==> src/rtl/core/assert_macros.svh <==
// Assertion helpers shared by the core files.
// Every check is clocked on clk and held off while rst_n is low.
`ifndef ASSERT_MACROS_SVH
`define ASSERT_MACROS_SVH

// The condition holds at every clock edge.
`define ASSERT_ALWAYS(lbl, cond, msg) \
  lbl: assert property (@(posedge clk) disable iff (!rst_n) (cond)) else $error(msg);

// The consequent holds in the same cycle as the antecedent.
`define ASSERT_IMPLY(lbl, ante, cons, msg) \
  lbl: assert property (@(posedge clk) disable iff (!rst_n) (ante) |-> (cons)) else $error(msg);

// The consequent holds in the cycle after the antecedent.
`define ASSERT_NEXT(lbl, ante, cons, msg) \
  lbl: assert property (@(posedge clk) disable iff (!rst_n) (ante) |=> (cons)) else $error(msg);

`endif

==> src/rtl/core/sha1md_pkg.sv <==
package sha1md_pkg;

  // Block geometry.
  localparam int unsigned WordW     = 32;
  localparam int unsigned BlockWords = 16;
  localparam int unsigned BlockBits = WordW * BlockWords;
  localparam int unsigned DigestWords = 5;
  localparam int unsigned Rounds    = 80;

  // Padding constants.
  localparam logic [7:0] PadByte = 8'h80;
  localparam logic [5:0] LenPos  = 6'd56;

  typedef logic [WordW-1:0] word_t;
  typedef word_t digest_t [DigestWords];

  // Initial chaining value.
  localparam digest_t HInit = '{
    32'h67452301, 32'hEFCDAB89, 32'h98BADCFE, 32'h10325476, 32'hC3D2E1F0
  };

  // Round constants, one for each group of twenty rounds.
  localparam word_t K0 = 32'h5A827999;
  localparam word_t K1 = 32'h6ED9EBA1;
  localparam word_t K2 = 32'h8F1BBCDC;
  localparam word_t K3 = 32'hCA62C1D6;

  // Working variables of the compression.
  typedef struct packed {
    word_t a;
    word_t b;
    word_t c;
    word_t d;
    word_t e;
  } work_t;

  // Control from the sequencer to the block window.
  typedef struct packed {
    logic       byte_en;
    logic [7:0] byte_val;
    logic       word_en;
  } win_ctl_t;

  function automatic word_t rotl1(input word_t v);
    return {v[WordW-2:0], v[WordW-1]};
  endfunction

  function automatic word_t rotl5(input word_t v);
    return {v[WordW-6:0], v[WordW-1:WordW-5]};
  endfunction

  function automatic word_t rotl30(input word_t v);
    return {v[1:0], v[WordW-1:2]};
  endfunction

endpackage

==> src/rtl/core/sha1md_window.sv <==
module sha1md_window
  import sha1md_pkg::*;
(
  input  logic     clk,
  input  win_ctl_t ctl,
  output word_t    w_cur
);

  logic [BlockBits-1:0] win_r;
  word_t                w_new;

  // Word i of the window sits at the top end for i = 0.
  function automatic word_t word_at(input logic [BlockBits-1:0] v, input int unsigned i);
    return v[BlockBits-1-WordW*i -: WordW];
  endfunction

  // Next schedule word, sixteen rounds ahead of the current one.
  assign w_new = rotl1(word_at(win_r, 13) ^ word_at(win_r, 8) ^
                       word_at(win_r, 2) ^ word_at(win_r, 0));
  assign w_cur = word_at(win_r, 0);

  // Bytes shift in during gathering; words shift through during the rounds.
  always_ff @(posedge clk) begin
    if (ctl.byte_en) begin
      win_r <= {win_r[BlockBits-9:0], ctl.byte_val};
    end else if (ctl.word_en) begin
      win_r <= {win_r[BlockBits-WordW-1:0], w_new};
    end
  end

endmodule

==> src/rtl/core/sha1md_round.sv <==
module sha1md_round
  import sha1md_pkg::*;
(
  input  work_t      wk,
  input  word_t      w,
  input  logic [6:0] rnd,
  output work_t      wk_next
);

  word_t f;
  word_t k;
  word_t t;

  // Round function and constant chosen by the group of twenty rounds.
  always_comb begin
    if (rnd < 7'd20) begin
      f = (wk.b & wk.c) | (~wk.b & wk.d);
      k = K0;
    end else if (rnd < 7'd40) begin
      f = wk.b ^ wk.c ^ wk.d;
      k = K1;
    end else if (rnd < 7'd60) begin
      f = (wk.b & wk.c) | (wk.b & wk.d) | (wk.c & wk.d);
      k = K2;
    end else begin
      f = wk.b ^ wk.c ^ wk.d;
      k = K3;
    end
  end

  assign t = rotl5(wk.a) + f + wk.e + k + w;

  // Rotate the working variables.
  assign wk_next = '{a: t, b: wk.a, c: rotl30(wk.b), d: wk.c, e: wk.d};

endmodule

==> src/rtl/core/sha1_message_digest.sv <==
// SHA-1 digest of a byte stream, at most one byte per input transfer.
// A byte is taken whenever in_stall is low; a byte that fills a block stalls the input
// through all the rounds of the shared round unit, then the chain add.
// End of message: the input stalls while padding fills one or two blocks, each compressed, then 5 output transfers.
// No new bytes are taken while a 64-byte block is compressed by the single round unit.
// Reset is synchronous and active low: initial hash words, zero bit count and fill.
`include "assert_macros.svh"

module sha1_message_digest
  import sha1md_pkg::*;
(
  input  logic        clk,
  input  logic        rst_n,
  input  logic        in_valid,
  output logic        in_stall,
  input  logic [7:0]  in_data_byte,
  input  logic        in_byte_present,
  input  logic        in_end_of_message,
  output logic        out_valid,
  input  logic        out_stall,
  output logic [31:0] out_digest_word,
  output logic [2:0]  out_word_index,
  output logic        out_last_word
);

  localparam logic [2:0] ST_IDLE = 3'd0;
  localparam logic [2:0] ST_PAD  = 3'd1;
  localparam logic [2:0] ST_RND  = 3'd2;
  localparam logic [2:0] ST_ADD  = 3'd3;
  localparam logic [2:0] ST_OUT  = 3'd4;

  localparam logic [6:0] RndLast = 7'(Rounds - 1);
  localparam logic [2:0] IdxLast = 3'(DigestWords - 1);
  localparam logic [5:0] FillMax = 6'd63;

  logic [2:0]  state_r, state_nxt;
  logic [5:0]  fill_r, fill_nxt;
  logic [63:0] bits_r, bits_nxt;
  logic        fin_r, fin_nxt;
  logic        seen80_r, seen80_nxt;
  logic        lenblk_r, lenblk_nxt;
  logic [6:0]  rnd_r, rnd_nxt;
  logic [2:0]  idx_r, idx_nxt;
  work_t       wk_r, wk_nxt;
  digest_t     h_r, h_nxt;

  win_ctl_t    win_ctl;
  word_t       w_cur;
  work_t       wk_round;
  logic        in_xfer;
  logic        out_xfer;

  sha1md_window u_window (
    .clk   (clk),
    .ctl   (win_ctl),
    .w_cur (w_cur)
  );

  sha1md_round u_round (
    .wk      (wk_r),
    .w       (w_cur),
    .rnd     (rnd_r),
    .wk_next (wk_round)
  );

  // Handshake and result port.
  assign in_stall        = (state_r != ST_IDLE);
  assign in_xfer         = in_valid && !in_stall;
  assign out_valid       = (state_r == ST_OUT);
  assign out_xfer        = out_valid && !out_stall;
  assign out_digest_word = h_r[idx_r];
  assign out_word_index  = idx_r;
  assign out_last_word   = (idx_r == IdxLast);

  // Sequencer.
  always_comb begin
    state_nxt  = state_r;
    fill_nxt   = fill_r;
    bits_nxt   = bits_r;
    fin_nxt    = fin_r;
    seen80_nxt = seen80_r;
    lenblk_nxt = lenblk_r;
    rnd_nxt    = rnd_r;
    idx_nxt    = idx_r;
    wk_nxt     = wk_r;
    h_nxt      = h_r;
    win_ctl    = '0;

    unique case (state_r)
      ST_IDLE: begin
        if (in_xfer) begin
          seen80_nxt = 1'b0;
          fin_nxt    = in_end_of_message;
          if (in_byte_present) begin
            win_ctl.byte_en  = 1'b1;
            win_ctl.byte_val = in_data_byte;
            fill_nxt         = fill_r + 6'd1;
            bits_nxt         = bits_r + 64'd8;
            if (fill_r == FillMax) begin
              state_nxt = ST_RND;
              wk_nxt    = '{a: h_r[0], b: h_r[1], c: h_r[2], d: h_r[3], e: h_r[4]};
            end else if (in_end_of_message) begin
              state_nxt = ST_PAD;
            end
          end else if (in_end_of_message) begin
            state_nxt = ST_PAD;
          end
        end
      end

      ST_PAD: begin
        // The marker byte, then zeros, then the bit count in the last block.
        win_ctl.byte_en = 1'b1;
        if (!seen80_r) begin
          win_ctl.byte_val = PadByte;
          seen80_nxt       = 1'b1;
          lenblk_nxt       = (fill_r < LenPos);
        end else if (lenblk_r && (fill_r >= LenPos)) begin
          win_ctl.byte_val = bits_r[63:56];
          bits_nxt         = {bits_r[55:0], bits_r[63:56]};
        end else begin
          win_ctl.byte_val = 8'h00;
        end
        fill_nxt = fill_r + 6'd1;
        if (fill_r == FillMax) begin
          state_nxt = ST_RND;
          wk_nxt    = '{a: h_r[0], b: h_r[1], c: h_r[2], d: h_r[3], e: h_r[4]};
        end
      end

      ST_RND: begin
        win_ctl.word_en = 1'b1;
        wk_nxt          = wk_round;
        if (rnd_r == RndLast) begin
          rnd_nxt   = 7'd0;
          state_nxt = ST_ADD;
        end else begin
          rnd_nxt = rnd_r + 7'd1;
        end
      end

      ST_ADD: begin
        h_nxt[0] = h_r[0] + wk_r.a;
        h_nxt[1] = h_r[1] + wk_r.b;
        h_nxt[2] = h_r[2] + wk_r.c;
        h_nxt[3] = h_r[3] + wk_r.d;
        h_nxt[4] = h_r[4] + wk_r.e;
        if (!fin_r) begin
          state_nxt = ST_IDLE;
        end else if (!seen80_r) begin
          state_nxt = ST_PAD;
        end else if (!lenblk_r) begin
          lenblk_nxt = 1'b1;
          state_nxt  = ST_PAD;
        end else begin
          idx_nxt   = 3'd0;
          state_nxt = ST_OUT;
        end
      end

      ST_OUT: begin
        if (out_xfer) begin
          if (idx_r == IdxLast) begin
            idx_nxt   = 3'd0;
            h_nxt     = HInit;
            bits_nxt  = 64'd0;
            fill_nxt  = 6'd0;
            fin_nxt   = 1'b0;
            state_nxt = ST_IDLE;
          end else begin
            idx_nxt = idx_r + 3'd1;
          end
        end
      end

      default: begin
        state_nxt = ST_IDLE;
      end
    endcase
  end

  // Control and chaining registers.
  always_ff @(posedge clk) begin
    if (!rst_n) begin
      state_r  <= ST_IDLE;
      fill_r   <= 6'd0;
      bits_r   <= 64'd0;
      fin_r    <= 1'b0;
      seen80_r <= 1'b0;
      lenblk_r <= 1'b0;
      rnd_r    <= 7'd0;
      idx_r    <= 3'd0;
      h_r      <= HInit;
    end else begin
      state_r  <= state_nxt;
      fill_r   <= fill_nxt;
      bits_r   <= bits_nxt;
      fin_r    <= fin_nxt;
      seen80_r <= seen80_nxt;
      lenblk_r <= lenblk_nxt;
      rnd_r    <= rnd_nxt;
      idx_r    <= idx_nxt;
      h_r      <= h_nxt;
    end
  end

  // Working variables need no reset.
  always_ff @(posedge clk) begin
    wk_r <= wk_nxt;
  end

  // Checks on the sequencer.
  `ASSERT_IMPLY(a_idx_range, state_r == ST_OUT, idx_r <= IdxLast, "word index out of range")
  `ASSERT_IMPLY(a_rnd_rest, state_r != ST_RND, rnd_r == 7'd0, "round count left running")
  `ASSERT_NEXT(a_out_done, out_xfer && out_last_word,
               (state_r == ST_IDLE) && (bits_r == 64'd0) && (fill_r == 6'd0),
               "no restart after digest")
  `ASSERT_NEXT(a_pad_full, (state_r == ST_PAD) && (fill_r == FillMax), state_r == ST_RND,
               "full padded block not compressed")

endmodule

==> config.mk <==
export PLATFORM = sky130hd
export DESIGN_NAME = sha1_message_digest
export DESIGN_NICKNAME = d
export VERILOG_FILES = /design/src/rtl/core/sha1md_pkg.sv /design/src/rtl/core/sha1md_window.sv /design/src/rtl/core/sha1md_round.sv /design/src/rtl/core/sha1_message_digest.sv
export VERILOG_INCLUDE_DIRS = /design/src /design/src/rtl/core
export SDC_FILE = /design/constraint.sdc
export NUM_CORES = 2
export LEC_CHECK = 0
export CORE_UTILIZATION = 46
export DETAILED_ROUTE_END_ITERATION = 7
export DONT_BUFFER_PORTS = 1
export HOLD_SLACK_MARGIN = 0.05
export PLACE_DENSITY = 0.61
export SETUP_SLACK_MARGIN = 0.02
export SLEW_MARGIN = 10
export SYNTH_ARGS = -nofsm -noshare
export SYNTH_HDL_FRONTEND = slang
export SYNTH_SLANG_ARGS = --single-unit
==> constraint.sdc <==
create_clock -name clk -period 17.3 [get_ports clk]
set_clock_uncertainty 0.15 [all_clocks]
set_input_delay 2.595 -clock clk [delete_from_list [all_inputs] [get_ports clk]]
set_output_delay 2.595 -clock clk [all_outputs]
set_load 0.05 [all_outputs]
==> metrics <==
EDFF count, synth=around 670; Port-buffer cells=0; Worst Setup End Kind=flop; cell area after layout=a little under 0.06 sq mm; Max-cap violations=0; Compound-Gate Fraction of Synth Area=around an eighth; FP Rows=~130; global-route wire length before repair=approximately 230 mm; main combinational cell family by area after synthesis=simple AND/OR/NAND/NOR gates; Max Root-Sink Buffers=3; WP data arrival=about 6.8 ns; critical path buffer and inverter count=4; grt ovf=0; Max Clock Freq=roughly 150 MHz; Routed Antenna Nets=0; R2R depth=20; crit path kind=reg2reg; Routed WL=between 150 and 200 mm; DR DRC count=0; syn_area_per_cell=between 8 and 9 sq um; post-synthesis register bit count=918; Setup Buffers After CTS=0; Worst-Skew Late Latency=0.71 ns; final hold vios=0; Post-CTS Resized=0; initial antenna violation count=1; Pwr per Cell Area=97.5 mW/mm^2; Internal=approximately 0.0042 W; Adder-Cell Fraction of Synth Area=just over 9%; final net count=about 6,200; Worst path top cell family by delay=compound AO/OA/AOI/OAI gates; post-layout util=between 50% and 60%; hold slack=between 0.3 and 0.4 ns; sequential element share of the synthesized area=46.6%; Finished Layout Cells=7,469; vias in the first global route=39,800; CTS root buf=clkbuf_16; Detail Placement HPWL=about 100 mm; VDD IR max=87.4 uV; routed vias/inst=approximately 5.6; WL per Instance=between 20 and 25 microns; cell count after synthesis=~6,000; Max stage delay cell, worst path=o311ai_0; cell count along the critical path=20; Tcrit/Tclk final=between 30% and 40%; global-route usage over all layers=roughly a quarter; Initial Util=between 40% and 50%; clock power share=between 30% and 40%; fraction of layout instances using a drive strength above 1=between 4 and 5%; multiplexer share of the synthesized area=between 2 and 2.5%; NetSw=roughly 0.0015 W; Worst EP required=17.58 ns; Cells on Worst Hold Path=2; Post-synth ARST share=0%; die extent in x=about 340 microns; dpl cell area=around 0.055 sq mm; RSZ-0062 raised after global routing=false; synthesized area=approximately 0.054 sq mm; final setup violation count=0; core area=about 0.12 sq mm; Critical Path Max Stage Delay=between 0.8 and 0.9 ns; Hold Buf Count CTS=0; Fin Setup TNS=0 ns; Sink Count=918; First-pass DRT Iterations=6; simple-gate portion of the synthesized area=about a fifth; CTS tree=done; startpoint types=flop; count of pins over their slew limit=0; area grow syn2layout=8.76%; Yosys cell types=82; run status=completed; # IOs=52; Die Y=between 300 and 400 microns; worst-margin pin slew=between 1 and 1.5 ns; Placer Congestion=just over 0.9; vias after detailed routing=roughly 42,000; Final min period=between 6 and 7 ns; Sw Share=a little over a quarter; Clk pin slew, worst setup/hold paths=approximately 0.060 ns; Iteration-0 DRC Markers=around 4,000; Ys Warns=0; syn_nets=approximately 6,300; xor/xnor share of the synthesized area=roughly 4.5%; largest net degree at the start of global routing=about 180; Die ar.=around 0.12 sq mm; worst hold path type=reg2reg; slew margin rel.=between 10% and 20%; Post-synth top flop=edfxtp_1; H-tree levels=3; P_leak=about 25 nW; critical path cell sequence=and3_1, or3_1, nand2_1, buf_4, inv_1, buf_4, a221oi_1, fa_1, inv_1, ha_1, a21oi_1, nor2_1, o311ai_0, a211oi_1, a2111o_1, a31oi_1, o31a_1, o21ai_0, xnor2_1, o21ai_0; Logic pwr share=between 10% and 20%; Max Fanout on Critical Path=21; CTS buffer count=between 100 and 150; Seq pwr share=approximately 48%; Placed Cells=7,283
layout make-up:
type	instances	area [sq um]
antenna	1	2.50
clock buffer	141	2850
clock inverter	44	518
fill	10900	57600
inverter	319	1200
multi-input combinational	4463	26600
sequential	918	25100
tap	1524	1910
timing repair buffer	59	455
cells in the mapped netlist, types with 6 or more instances:
master | instances | area [sq um]
mux2i_1 | 36 | 360
mux4_2 | 32 | 721
buf_1 | 10 | 37.5
a32oi_1 | 9 | 78.8
nor3b_1 | 15 | 113
or2_2 | 6 | 37.5
o211ai_1 | 17 | 128
clkbuf_1 | 281 | 1050
a22oi_1 | 58 | 435
fa_1 | 117 | 2340
edfxtp_1 | 672 | 20200
and2_1 | 53 | 332
dfxtp_1 | 246 | 4920
nor2b_1 | 89 | 557
nor4_1 | 12 | 75.1
xnor2_1 | 200 | 1750
a31oi_1 | 41 | 257
and4_1 | 11 | 96.3
o21ai_0 | 375 | 1880
nor3_1 | 59 | 295
a21o_1 | 106 | 796
o21a_1 | 37 | 278
a21oi_1 | 246 | 1230
nand2b_1 | 32 | 200
a21boi_0 | 15 | 113
nand4_1 | 32 | 200
xor2_1 | 76 | 666
or3_1 | 18 | 113
o21bai_1 | 17 | 128
a221oi_1 | 32 | 280
nand2_1 | 2037 | 7650
nand3_1 | 62 | 310
a211oi_1 | 18 | 135
nor2_1 | 198 | 743
and3_1 | 30 | 188
a31o_2 | 7 | 61.3
a211o_1 | 6 | 52.6
ha_1 | 207 | 2590
o22ai_1 | 61 | 382
o31ai_1 | 12 | 90.1
inv_1 | 318 | 1190
power by group through the flow:
stage	Clock (W)	Sequential (W)	Combinational, W
floorplan	0	0.00280	0.000571
global placement	0	0.00279	0.000727
detailed placement	0	0.00278	0.000738
CTS	0.00228	0.00274	0.000742
global route	0.00235	0.00276	0.000840
finish	0.00223	0.00274	0.000735
layout by cell type (no fill, tap or decap), drive strengths merged, types with 30 or more instances in the layout:
| cell | synthesis | routed |
|---|---|---|
| o21ai | 376 | 376 |
| fa | 117 | 117 |
| nand2 | 2037 | 2037 |
| nor3 | 61 | 61 |
| and3 | 30 | 30 |
| nand3 | 63 | 63 |
| nor2 | 198 | 198 |
| a22oi | 58 | 58 |
| xnor2 | 200 | 200 |
| clkbuf | 281 | 141 |
| o22ai | 61 | 61 |
| ha | 207 | 207 |
| a221oi | 33 | 33 |
| a21o | 106 | 106 |
| and2 | 54 | 54 |
| xor2 | 76 | 76 |
| clkinv | 0 | 30 |
| nand2b | 32 | 32 |
| a21oi | 246 | 246 |
| mux2i | 36 | 36 |
| buf | 13 | 59 |
| nor2b | 89 | 89 |
| mux4 | 32 | 32 |
| dfxtp | 246 | 246 |
| nand4 | 33 | 33 |
| o21a | 37 | 37 |
| inv | 319 | 321 |
| edfxtp | 672 | 672 |
| a31oi | 41 | 41 |
state kept, by name, summed over array words and instances, names as in the netlist:
signal,cells
bits_r,64
fill_r,6
fin_r,1
h_r,160
lenblk_r,1
out_word_index,3
rnd_r,7
seen80_r,1
state_r,3
u_window.win_r,512
wk_r,160
path summary, 6_finish.rpt:
| kind | start | to | slack, ns |
|---|---|---|---|
| worst min-delay path | bits_r[0] | bits_r[0] | 0.32 |
| worst min register to register | bits_r[0] | bits_r[0] | 0.32 |
| worst max register to register | rnd_r[3] | wk_r[158] | 10.80 |
| worst max-delay path | rnd_r[3] | wk_r[158] | 10.80 |
stage by stage:
stage               power (W)  setup slack, ns
finish                0.00571            10.80
detailed placement    0.00352            10.81
CTS                   0.00576            10.78
global route          0.00595            10.41
global placement      0.00351            10.84
floorplan             0.00337             1.51
cell families (layout without fill, tap and decap cells):
logic type / Yosys count / count (layout)
AND/OR/NAND/NOR: 2671 / 2671
AO/OA/AOI/OAI: 1121 / 1121
flip-flops: 918 / 918
buffers and inverters: 613 / 563
adder cells (fa/ha/maj): 324 / 324
XOR/XNOR: 276 / 276
multiplexers: 71 / 71
other: 0 / 1
routing by layer:
| metal | global-route usage [%] | vias to the layer above | share of wire (%) |
|---|---|---|---|
| met4 | 8.11 | 2 | 3.2 |
| met2 | 41.3 | 1190 | 47 |
| met3 | 3.50 | 241 | 5.6 |
| li1 | - | 20200 | - |
| met1 | 34.7 | 20300 | 44 |
| met5 | 0 | - | 0.0080 |
tightest hold or removal path, stage by stage, from the launching register on:
cell	delay, ns
dfxtp_1	0.31
nand2_1	0.05
a21boi_0	0.06
Power figures use the tool's default switching activity.
